--- src/sv/act_pkg.sv ---
`timescale 1ns / 1ps
// ----------------------------------------------------------------------------
// act_pkg
// Types, codes and defaults used by the collider table.
// ----------------------------------------------------------------------------
package act_pkg;

  localparam int SLOTS_DEF = 16;
  localparam int KINDS_DEF = 16;

  // a scan delivers at most this many notices before its done marker
  localparam int MAX_NOTES  = 30;
  localparam int NOTE_CNT_W = 5;

  localparam int CFG_IDX_W  = 3;
  localparam int CFG_DATA_W = 64;
  localparam int MASK_REGS  = 4;
  localparam int INIT_W     = 16;

  localparam logic [CFG_IDX_W-1:0] CFG_MASK_0_3   = 3'd0;
  localparam logic [CFG_IDX_W-1:0] CFG_MASK_4_7   = 3'd1;
  localparam logic [CFG_IDX_W-1:0] CFG_MASK_8_11  = 3'd2;
  localparam logic [CFG_IDX_W-1:0] CFG_MASK_12_15 = 3'd3;
  localparam logic [CFG_IDX_W-1:0] CFG_INITIATOR  = 3'd4;

  typedef enum logic [2:0] {
    OP_ADD   = 3'd0,
    OP_MARK  = 3'd1,
    OP_PURGE = 3'd2,
    OP_SCAN  = 3'd3,
    OP_CLEAR = 3'd4
  } op_t;

  typedef enum logic [1:0] {
    RK_ADDED  = 2'd0,
    RK_FULL   = 2'd1,
    RK_DONE   = 2'd2,
    RK_NOTICE = 2'd3
  } res_kind_t;

  typedef enum logic [2:0] {
    S_IDLE,
    S_TGT_RD,
    S_TGT_CHK,
    S_SLOT_RD,
    S_SLOT_CMP,
    S_NOTE2,
    S_DONE
  } state_t;

  typedef struct packed {
    logic [2:0]         op;
    logic signed [15:0] rect_x;
    logic signed [15:0] rect_y;
    logic [14:0]        rect_w;
    logic [14:0]        rect_h;
    logic [3:0]         box_type;
    logic               has_callback;
    logic [3:0]         target_slot;
  } cmd_t;

  typedef struct packed {
    logic [1:0] kind;
    logic [3:0] receiver_slot;
    logic [3:0] other_slot;
    logic [3:0] receiver_kind;
    logic [3:0] other_kind;
    logic       last;
  } result_t;

  // one table entry as held in the RAM
  typedef struct packed {
    logic        notify;
    logic [3:0]  kind;
    logic [14:0] h;
    logic [14:0] w;
    logic [15:0] y;
    logic [15:0] x;
  } entry_t;

endpackage

--- src/sv/aabb_collider_table_top.sv ---
`timescale 1ns / 1ps
// ----------------------------------------------------------------------------
// aabb_collider_table_top
// Rectangle table with add / mark / purge / clear and per-slot overlap scans.
// ----------------------------------------------------------------------------
//  channel  | signals                          | transfer
//  ---------+----------------------------------+------------------------------
//  command  | start, busy, cmd                 | start && !busy at clk edge
//  result   | result_valid, result             | one cycle per strobe
//  config   | cfg_we, cfg_index, cfg_data      | cfg_we at clk edge
//
// Non-scan ops and scans of a free slot: one result the cycle after accept,
// busy stays low. A used-slot scan fetches the target entry (S_TGT_RD, S_TGT_CHK),
// then (initiators only) skips each free slot and the target, reads each other
// used slot and runs the overlap unit on it (S_SLOT_RD, S_SLOT_CMP), gives any second
// notice in S_NOTE2, then ends with the done marker. Sync reset empties the table at
// once. Results cannot be stalled.
// ----------------------------------------------------------------------------
module aabb_collider_table_top #(
  parameter int SLOTS = act_pkg::SLOTS_DEF,
  parameter int KINDS = act_pkg::KINDS_DEF
) (
  input  logic                          clk,
  input  logic                          rst,
  input  logic                          start,
  output logic                          busy,
  input  act_pkg::cmd_t                 cmd,
  output logic                          result_valid,
  output act_pkg::result_t              result,
  input  logic                          cfg_we,
  input  logic [act_pkg::CFG_IDX_W-1:0] cfg_index,
  input  logic [act_pkg::CFG_DATA_W-1:0] cfg_data
);

  localparam int SW = $clog2(SLOTS);
  localparam logic [5:0] SLOTS_L = 6'(SLOTS);
  localparam logic [4:0] KINDS_L = 5'(KINDS);
  localparam logic [SW-1:0] LAST_SLOT = SW'(SLOTS - 1);
  localparam int MASK_W = act_pkg::MASK_REGS * act_pkg::CFG_DATA_W;
  localparam logic [act_pkg::NOTE_CNT_W-1:0] NOTE_LIMIT =
    act_pkg::MAX_NOTES[act_pkg::NOTE_CNT_W-1:0];

  act_pkg::state_t state, state_next;

  logic [MASK_W-1:0]             pair_mask;
  logic [act_pkg::INIT_W-1:0]    initiator;
  logic [SLOTS-1:0]              occupied, occupied_next;
  logic [SLOTS-1:0]              mark, mark_next;
  logic [SW-1:0]                 j, j_next;
  logic [act_pkg::NOTE_CNT_W-1:0] n, n_next;
  logic [3:0]                    tgt;
  act_pkg::entry_t               a_ent;
  logic [3:0]                    b_kind;

  act_pkg::result_t              res_next;
  logic                          res_valid_next;

  logic                          ram_we;
  logic [SW-1:0]                 ram_waddr, ram_raddr;
  act_pkg::entry_t               ram_wdata, ram_rdata;

  logic                          accept;
  logic                          tgt_ok;
  logic [SW-1:0]                 tgt_idx, free_idx;
  logic                          free_any;
  logic                          hit, note1, note2;
  logic signed [16:0]            ax, ay, bx, by, axw, ayh, bxw, byh;

  function automatic logic pair_ok(input logic [MASK_W-1:0] pm, input logic [4:0] kl,
                                   input logic [3:0] t, input logic [3:0] o);
    pair_ok = ({1'b0, t} < kl) && ({1'b0, o} < kl) && pm[{t, o}];
  endfunction

  act_ram #(
    .WIDTH ($bits(act_pkg::entry_t)),
    .DEPTH (SLOTS)
  ) u_ram (
    .clk   (clk),
    .we    (ram_we),
    .waddr (ram_waddr),
    .wdata (ram_wdata),
    .raddr (ram_raddr),
    .rdata (ram_rdata)
  );

  assign busy    = (state != act_pkg::S_IDLE);
  assign accept  = start && !busy;
  assign tgt_idx = SW'(cmd.target_slot);
  assign tgt_ok  = ({2'b00, cmd.target_slot} < SLOTS_L) && occupied[tgt_idx];

  // lowest free slot
  always_comb begin
    free_idx = '0;
    free_any = 1'b0;
    for (int i = SLOTS - 1; i >= 0; i--) begin
      if (!occupied[i]) begin
        free_idx = SW'(i);
        free_any = 1'b1;
      end
    end
  end

  // overlap unit: target entry against the entry just read
  always_comb begin
    ax  = 17'($signed(a_ent.x));
    ay  = 17'($signed(a_ent.y));
    bx  = 17'($signed(ram_rdata.x));
    by  = 17'($signed(ram_rdata.y));
    axw = ax + $signed({2'b00, a_ent.w});
    ayh = ay + $signed({2'b00, a_ent.h});
    bxw = bx + $signed({2'b00, ram_rdata.w});
    byh = by + $signed({2'b00, ram_rdata.h});
    hit = (ax < bxw) && (axw > bx) && (ay < byh) && (ayh > by);
    note1 = hit && a_ent.notify && pair_ok(pair_mask, KINDS_L, a_ent.kind, ram_rdata.kind);
    note2 = hit && ram_rdata.notify
            && pair_ok(pair_mask, KINDS_L, ram_rdata.kind, a_ent.kind);
  end

  always_comb begin
    state_next     = state;
    occupied_next  = occupied;
    mark_next      = mark;
    j_next         = j;
    n_next         = n;
    res_valid_next = 1'b0;
    res_next       = '0;
    ram_we         = 1'b0;
    ram_waddr      = free_idx;
    ram_raddr      = j;
    ram_wdata.notify = cmd.has_callback;
    ram_wdata.kind   = cmd.box_type;
    ram_wdata.h      = cmd.rect_h;
    ram_wdata.w      = cmd.rect_w;
    ram_wdata.y      = cmd.rect_y;
    ram_wdata.x      = cmd.rect_x;

    case (state)
      act_pkg::S_IDLE: begin
        if (accept) begin
          res_valid_next = 1'b1;
          res_next.last  = 1'b1;
          res_next.kind  = act_pkg::RK_DONE;
          case (cmd.op)
            act_pkg::OP_ADD: begin
              if (free_any) begin
                ram_we                  = 1'b1;
                occupied_next[free_idx] = 1'b1;
                mark_next[free_idx]     = 1'b0;
                res_next.kind           = act_pkg::RK_ADDED;
                res_next.receiver_slot  = 4'(free_idx);
                res_next.receiver_kind  = cmd.box_type;
              end else begin
                res_next.kind = act_pkg::RK_FULL;
              end
            end
            act_pkg::OP_MARK: begin
              if (tgt_ok) begin
                mark_next[tgt_idx] = 1'b1;
              end
              res_next.receiver_slot = cmd.target_slot;
            end
            act_pkg::OP_PURGE: begin
              occupied_next = occupied & ~mark;
              mark_next     = '0;
            end
            act_pkg::OP_CLEAR: begin
              occupied_next = '0;
              mark_next     = '0;
            end
            act_pkg::OP_SCAN: begin
              res_next.receiver_slot = cmd.target_slot;
              if (tgt_ok) begin
                res_valid_next = 1'b0;
                state_next     = act_pkg::S_TGT_RD;
              end
            end
            default: begin
              // unknown op: done marker on the target slot
              res_next.receiver_slot = cmd.target_slot;
            end
          endcase
        end
      end
      act_pkg::S_TGT_RD: begin
        ram_raddr  = SW'(tgt);
        state_next = act_pkg::S_TGT_CHK;
      end
      act_pkg::S_TGT_CHK: begin
        // a_ent loads from ram_rdata at this edge
        j_next = '0;
        n_next = '0;
        if (({1'b0, ram_rdata.kind} < KINDS_L) && initiator[ram_rdata.kind]) begin
          state_next = act_pkg::S_SLOT_RD;
        end else begin
          state_next = act_pkg::S_DONE;
        end
      end
      act_pkg::S_SLOT_RD: begin
        ram_raddr = j;
        if ((j == SW'(tgt)) || !occupied[j]) begin
          if (j == LAST_SLOT) begin
            state_next = act_pkg::S_DONE;
          end else begin
            j_next = j + 1'b1;
          end
        end else begin
          state_next = act_pkg::S_SLOT_CMP;
        end
      end
      act_pkg::S_SLOT_CMP: begin
        if (note1 && (n < NOTE_LIMIT)) begin
          res_valid_next         = 1'b1;
          res_next.kind          = act_pkg::RK_NOTICE;
          res_next.receiver_slot = tgt;
          res_next.other_slot    = 4'(j);
          res_next.receiver_kind = a_ent.kind;
          res_next.other_kind    = ram_rdata.kind;
          n_next                 = n + 1'b1;
        end
        if (note2) begin
          state_next = act_pkg::S_NOTE2;
        end else if (j == LAST_SLOT) begin
          state_next = act_pkg::S_DONE;
        end else begin
          j_next     = j + 1'b1;
          state_next = act_pkg::S_SLOT_RD;
        end
      end
      act_pkg::S_NOTE2: begin
        if (n < NOTE_LIMIT) begin
          res_valid_next         = 1'b1;
          res_next.kind          = act_pkg::RK_NOTICE;
          res_next.receiver_slot = 4'(j);
          res_next.other_slot    = tgt;
          res_next.receiver_kind = b_kind;
          res_next.other_kind    = a_ent.kind;
          n_next                 = n + 1'b1;
        end
        if (j == LAST_SLOT) begin
          state_next = act_pkg::S_DONE;
        end else begin
          j_next     = j + 1'b1;
          state_next = act_pkg::S_SLOT_RD;
        end
      end
      act_pkg::S_DONE: begin
        res_valid_next         = 1'b1;
        res_next.kind          = act_pkg::RK_DONE;
        res_next.receiver_slot = tgt;
        res_next.last          = 1'b1;
        state_next             = act_pkg::S_IDLE;
      end
      default: begin
        state_next = act_pkg::S_IDLE;
      end
    endcase
  end

  always_ff @(posedge clk) begin
    if (rst) begin
      state        <= act_pkg::S_IDLE;
      occupied     <= '0;
      mark         <= '0;
      result_valid <= 1'b0;
      j            <= '0;
      n            <= '0;
    end else begin
      state        <= state_next;
      occupied     <= occupied_next;
      mark         <= mark_next;
      result_valid <= res_valid_next;
      j            <= j_next;
      n            <= n_next;
    end
  end

  // payload registers
  always_ff @(posedge clk) begin
    result <= res_next;
    if (accept) begin
      tgt <= cmd.target_slot;
    end
    if (state == act_pkg::S_TGT_CHK) begin
      a_ent <= ram_rdata;
    end
    if (state == act_pkg::S_SLOT_CMP) begin
      b_kind <= ram_rdata.kind;
    end
  end

  // configuration registers
  always_ff @(posedge clk) begin
    if (rst) begin
      pair_mask <= '0;
      initiator <= '0;
    end else if (cfg_we) begin
      case (cfg_index)
        act_pkg::CFG_MASK_0_3:
          pair_mask[0*act_pkg::CFG_DATA_W +: act_pkg::CFG_DATA_W] <= cfg_data;
        act_pkg::CFG_MASK_4_7:
          pair_mask[1*act_pkg::CFG_DATA_W +: act_pkg::CFG_DATA_W] <= cfg_data;
        act_pkg::CFG_MASK_8_11:
          pair_mask[2*act_pkg::CFG_DATA_W +: act_pkg::CFG_DATA_W] <= cfg_data;
        act_pkg::CFG_MASK_12_15:
          pair_mask[3*act_pkg::CFG_DATA_W +: act_pkg::CFG_DATA_W] <= cfg_data;
        act_pkg::CFG_INITIATOR:  initiator <= cfg_data[act_pkg::INIT_W-1:0];
        default: begin
        end
      endcase
    end
  end

endmodule

--- src/sv/act_ram.sv ---
`timescale 1ns / 1ps
// ----------------------------------------------------------------------------
// act_ram
// Generic single write, single read RAM with registered read data.
// ----------------------------------------------------------------------------
module act_ram #(
  parameter int WIDTH = 8,
  parameter int DEPTH = 16
) (
  input  logic                     clk,
  input  logic                     we,
  input  logic [$clog2(DEPTH)-1:0] waddr,
  input  logic [WIDTH-1:0]         wdata,
  input  logic [$clog2(DEPTH)-1:0] raddr,
  output logic [WIDTH-1:0]         rdata
);

  logic [WIDTH-1:0] mem [DEPTH];

  always_ff @(posedge clk) begin
    if (we) begin
      mem[waddr] <= wdata;
    end
    rdata <= mem[raddr];
  end

endmodule
--- config.mk ---
export PLATFORM = sky130hd
export DESIGN_NAME = aabb_collider_table_top
export DESIGN_NICKNAME = d
export VERILOG_FILES = /design/src/sv/act_pkg.sv /design/src/sv/aabb_collider_table_top.sv /design/src/sv/act_ram.sv
export SDC_FILE = /design/constraint.sdc
export NUM_CORES = 2
export LEC_CHECK = 0
export BUFFER_PORTS_ARGS = -buffer_cell sky130_fd_sc_hd__buf_2
export CAP_MARGIN = 20
export CORE_MARGIN = 10
export CORE_UTILIZATION = 49
export CTS_BUF_LIST = sky130_fd_sc_hd__clkbuf_8
export CTS_CLUSTER_DIAMETER = 50
export DETAILED_ROUTE_END_ITERATION = 6
export SETUP_SLACK_MARGIN = 0.1
export SKIP_CTS_REPAIR_TIMING = 1
export SLEW_MARGIN = 30
export SYNTH_ARGS = -nofsm -noshare
export SYNTH_HDL_FRONTEND = slang
export SYNTH_SLANG_ARGS = --single-unit
--- constraint.sdc ---
create_clock -name clk -period 12.89 [get_ports clk]
set_clock_uncertainty 0.2 [all_clocks]
set_input_delay 1.9335 -clock clk [delete_from_list [all_inputs] [get_ports clk]]
set_output_delay 1.9335 -clock clk [all_outputs]
set_load 0.02 [all_outputs]
==> impl_metrics.env <==
export IMPL_run_status="completed"
export IMPL_routedWlPerCell_um=25.4
export IMPL_final_cell_mix="edfxtp_1, nand2_1, dfxtp_1"
export IMPL_syn_instance_count=4455
export IMPL_maxCapViolCount=0
export IMPL_coreArea_sq_um=132000
export IMPL_fin_tns_setup_ps=0
export IMPL_ys_seq_area_frac=0.650
export IMPL_crit_required_ps=13560
export IMPL_drt_wl_total_um=169000
export IMPL_finalHoldViolCount=0
export IMPL_total_power_uw=10000
export IMPL_final_common_cell="edfxtp_1"
export IMPL_tightest_slew_ps=1050
export IMPL_cts_tree="yes"
export IMPL_drtIter0Drc=3655
export IMPL_clkLatencyLatePin_ps=980
export IMPL_fmax_mhz=161
export IMPL_avgSynthCellArea_sq_um=14.7
export IMPL_switching_share=0.222
export IMPL_yosys_area_top_type="edfxtp_1"
export IMPL_nets=4981
export IMPL_clk_pin_slew_ps=60
export IMPL_synth_distinct_cells=79
export IMPL_start_util=0.495
export IMPL_syn_num_nets=4732
export IMPL_post_layout_nonfiller_instances=6655
export IMPL_synth_edf_count=1147
export IMPL_power_switching_uw=2220
export IMPL_dpl_cell_count=6173
export IMPL_antenna_found_initial=22
export IMPL_hp_class="reg2reg"
export IMPL_h_tree_depth=5
export IMPL_finalSetupViolCount=0
export IMPL_place_hpwl_um=98900
export IMPL_seqPwrFrac=0.540
export IMPL_fp_dieW_um=385
export IMPL_via_per_inst=5.93
export IMPL_syn_area_sq_um=65400
export IMPL_layout_setup_ws_ps=6670
export IMPL_r2r_setup_slack_ps=6670
export IMPL_fin_crit_ps=6220
export IMPL_hold_depth=0
export IMPL_dieArea_sq_um=148000
export IMPL_first_pass_iters=5
export IMPL_routed_via_count=39500
export IMPL_combinationalPowerShare=0.036
export IMPL_path_class="reg2reg"
export IMPL_final_max_slew_violation_count=0
export IMPL_cellInternalPower_uw=7800
export IMPL_finalCritPeriodShare=0.482
export IMPL_power_density_nw_per_um2=137
export IMPL_drc=0
export IMPL_clkPwrFrac=0.424
export IMPL_port_buffers=165
export IMPL_r2r_end="j[2]$_SDFFE_PP0P_"
export IMPL_clockRootBuffer="clkbuf_8"
export IMPL_rows=133
export IMPL_die_h_um=385
export IMPL_cts_buffers=280
export IMPL_ir_drop_v=0.0000989
export IMPL_grt_ovfl_total=0
export IMPL_final_util=0.555
export IMPL_pre_cts_ws_ps=6730
export IMPL_cp_max_fo=7
export IMPL_io_pins=166
export IMPL_slew_headroom=0.302
export IMPL_yosys_warnings=0
export IMPL_p_leak_uw=0.0255
export IMPL_async_flop_share=0
export IMPL_r2r_start="u_ram.rdata[0]$_DFF_P_"
export IMPL_ant_nets=0
export IMPL_globalplace_congestion=0.841
export IMPL_yosys_area_top_type_share=0.527
export IMPL_grt_max_degree=135
export IMPL_synth_flop_cell="edfxtp_1"
export IMPL_grt_pass1_vias=39300
export IMPL_gr_usage_all_layers=0.226
export IMPL_grt_pass1_wl_um=253000
export IMPL_clock_path_buffers=4
export IMPL_crit_end="j[2]$_SDFFE_PP0P_"
export IMPL_drive_gt1_frac=0.205
export IMPL_worst_ep_arrival_time_ps=6890
export IMPL_ys_ff_latch=1550
export IMPL_cp_startpoint="u_ram.rdata[0]$_DFF_P_"
export IMPL_rsz0062_at_grt="false"
export IMPL_syn_to_final_growth_pct=12.1
export IMPL_clkSinkCount=1550
export IMPL_startpoint_type="flip-flop"
export IMPL_cp_end_kind="flip-flop"
export IMPL_rr_worst_depth=24
export IMPL_ys_top_cells_by_area="edfxtp_1, mux4_2, dfxtp_1"
==> power by group through the flow <==
stage	clock network, uW	logic, uW	registers (uW)
4_1_cts	4360	358	5420
5_1_grt	4600	397	5420
2_1_floorplan	0	212	5510
3_5_place_dp	0	357	5520
3_3_place_gp	0	351	5520
6_report	4250	359	5420
==> final cells by class <==
class	instances	area, sq um
Fill cell	10700	58700
Sequential cell	1550	42500
Multi-Input combinational cell	2543	21600
Clock buffer	309	4250
Tap cell	1755	2200
Timing Repair Buffer	232	1490
Clock inverter	158	806
Inverter	97	382
Antenna cell	11	27.5
==> sequential cells by signal, indices dropped and copies added, names as in the netlist, 5 cells and up <==
register     flops
u_ram.mem     1072
result          19
occupied        16
pair_mask      256
initiator       16
u_ram.rdata     67
n                5
mark            16
a_ent           67
==> cell families after synthesis <==
family	synth area share
adder cells (fa/ha/maj)	0.0257
XOR/XNOR	0.00697
AO/OA/AOI/OAI	0.0772
flip-flops	0.650
multiplexers	0.145
AND/OR/NAND/NOR	0.0726
buffers and inverters	0.0226
==> metal layers <==
metal / wire (um) / track usage / up-vias
met3: 9240 / 0.0371 / 368
met4: 4890 / 0.0745 / 14
met1: 71000 / 0.302 / 20200
met5: 84 / 0 / -
li1: - / - / 17700
met2: 83900 / 0.376 / 1270
==> worst min path at each step <==
| stage | start | endpoint | slack, ps |
|---|---|---|---|
| after global placement | u_ram.rdata[47]$_DFF_P_ | a_ent[47]$_DFFE_PP_ | 220 |
| after detailed placement | u_ram.rdata[47]$_DFF_P_ | a_ent[47]$_DFFE_PP_ | 220 |
| after floorplan | u_ram.rdata[31]$_DFF_P_ | a_ent[31]$_DFFE_PP_ | 210 |
| after global routing | u_ram.rdata[47]$_DFF_P_ | a_ent[47]$_DFFE_PP_ | 250 |
| final | u_ram.rdata[47]$_DFF_P_ | a_ent[47]$_DFFE_PP_ | 240 |
| after CTS | u_ram.rdata[47]$_DFF_P_ | a_ent[47]$_DFFE_PP_ | 240 |
==> cell usage after synthesis, types with 12 or more instances <==
cell type,n
a21oi_1,359
a21boi_0,12
nand4_1,12
dfxtp_1,403
edfxtp_1,1147
or3_1,12
ha_1,128
xor2_1,15
mux4_2,371
a22o_1,24
buf_1,38
mux2i_1,40
xnor2_1,37
a21o_1,27
a31oi_1,87
nor2b_1,27
nor2_1,108
a211oi_1,88
nor3_1,32
a22oi_1,45
o21ai_0,51
nand3_1,41
a221oi_1,12
buf_2,25
nand2_1,769
clkbuf_1,191
mux4_1,25
and2_1,76
inv_1,96
o21a_1,12
==> stage by stage <==
stage	hold WS, ps	area, sq um
floorplan	208	65400
global placement	216	68000
detailed placement	223	68100
CTS	236	73100
global route	252	73200
finish	237	73200
==> worst max-delay path, cell delays in order, from the launching register on <==
cell       delay, ps
dfxtp_1          330
ha_1             240
fa_1             410
a21o_1           180
a21oi_1          240
o21bai_1         100
a21oi_1          210
o21ai_0           90
and2_1           170
o31ai_1          390
a21oi_1          170
a41oi_1          300
o31ai_1          110
ha_1             300
a21o_1           180
nand2_1           60
a31oi_1           80
a2111oi_0        430
o21ai_0          200
nor4_1           770
buf_4            270
nand2_2           80
a41oi_4          330
nor3_1            70
o21ba_2          200
No activity file was read; power rests on OpenSTA's default activity.
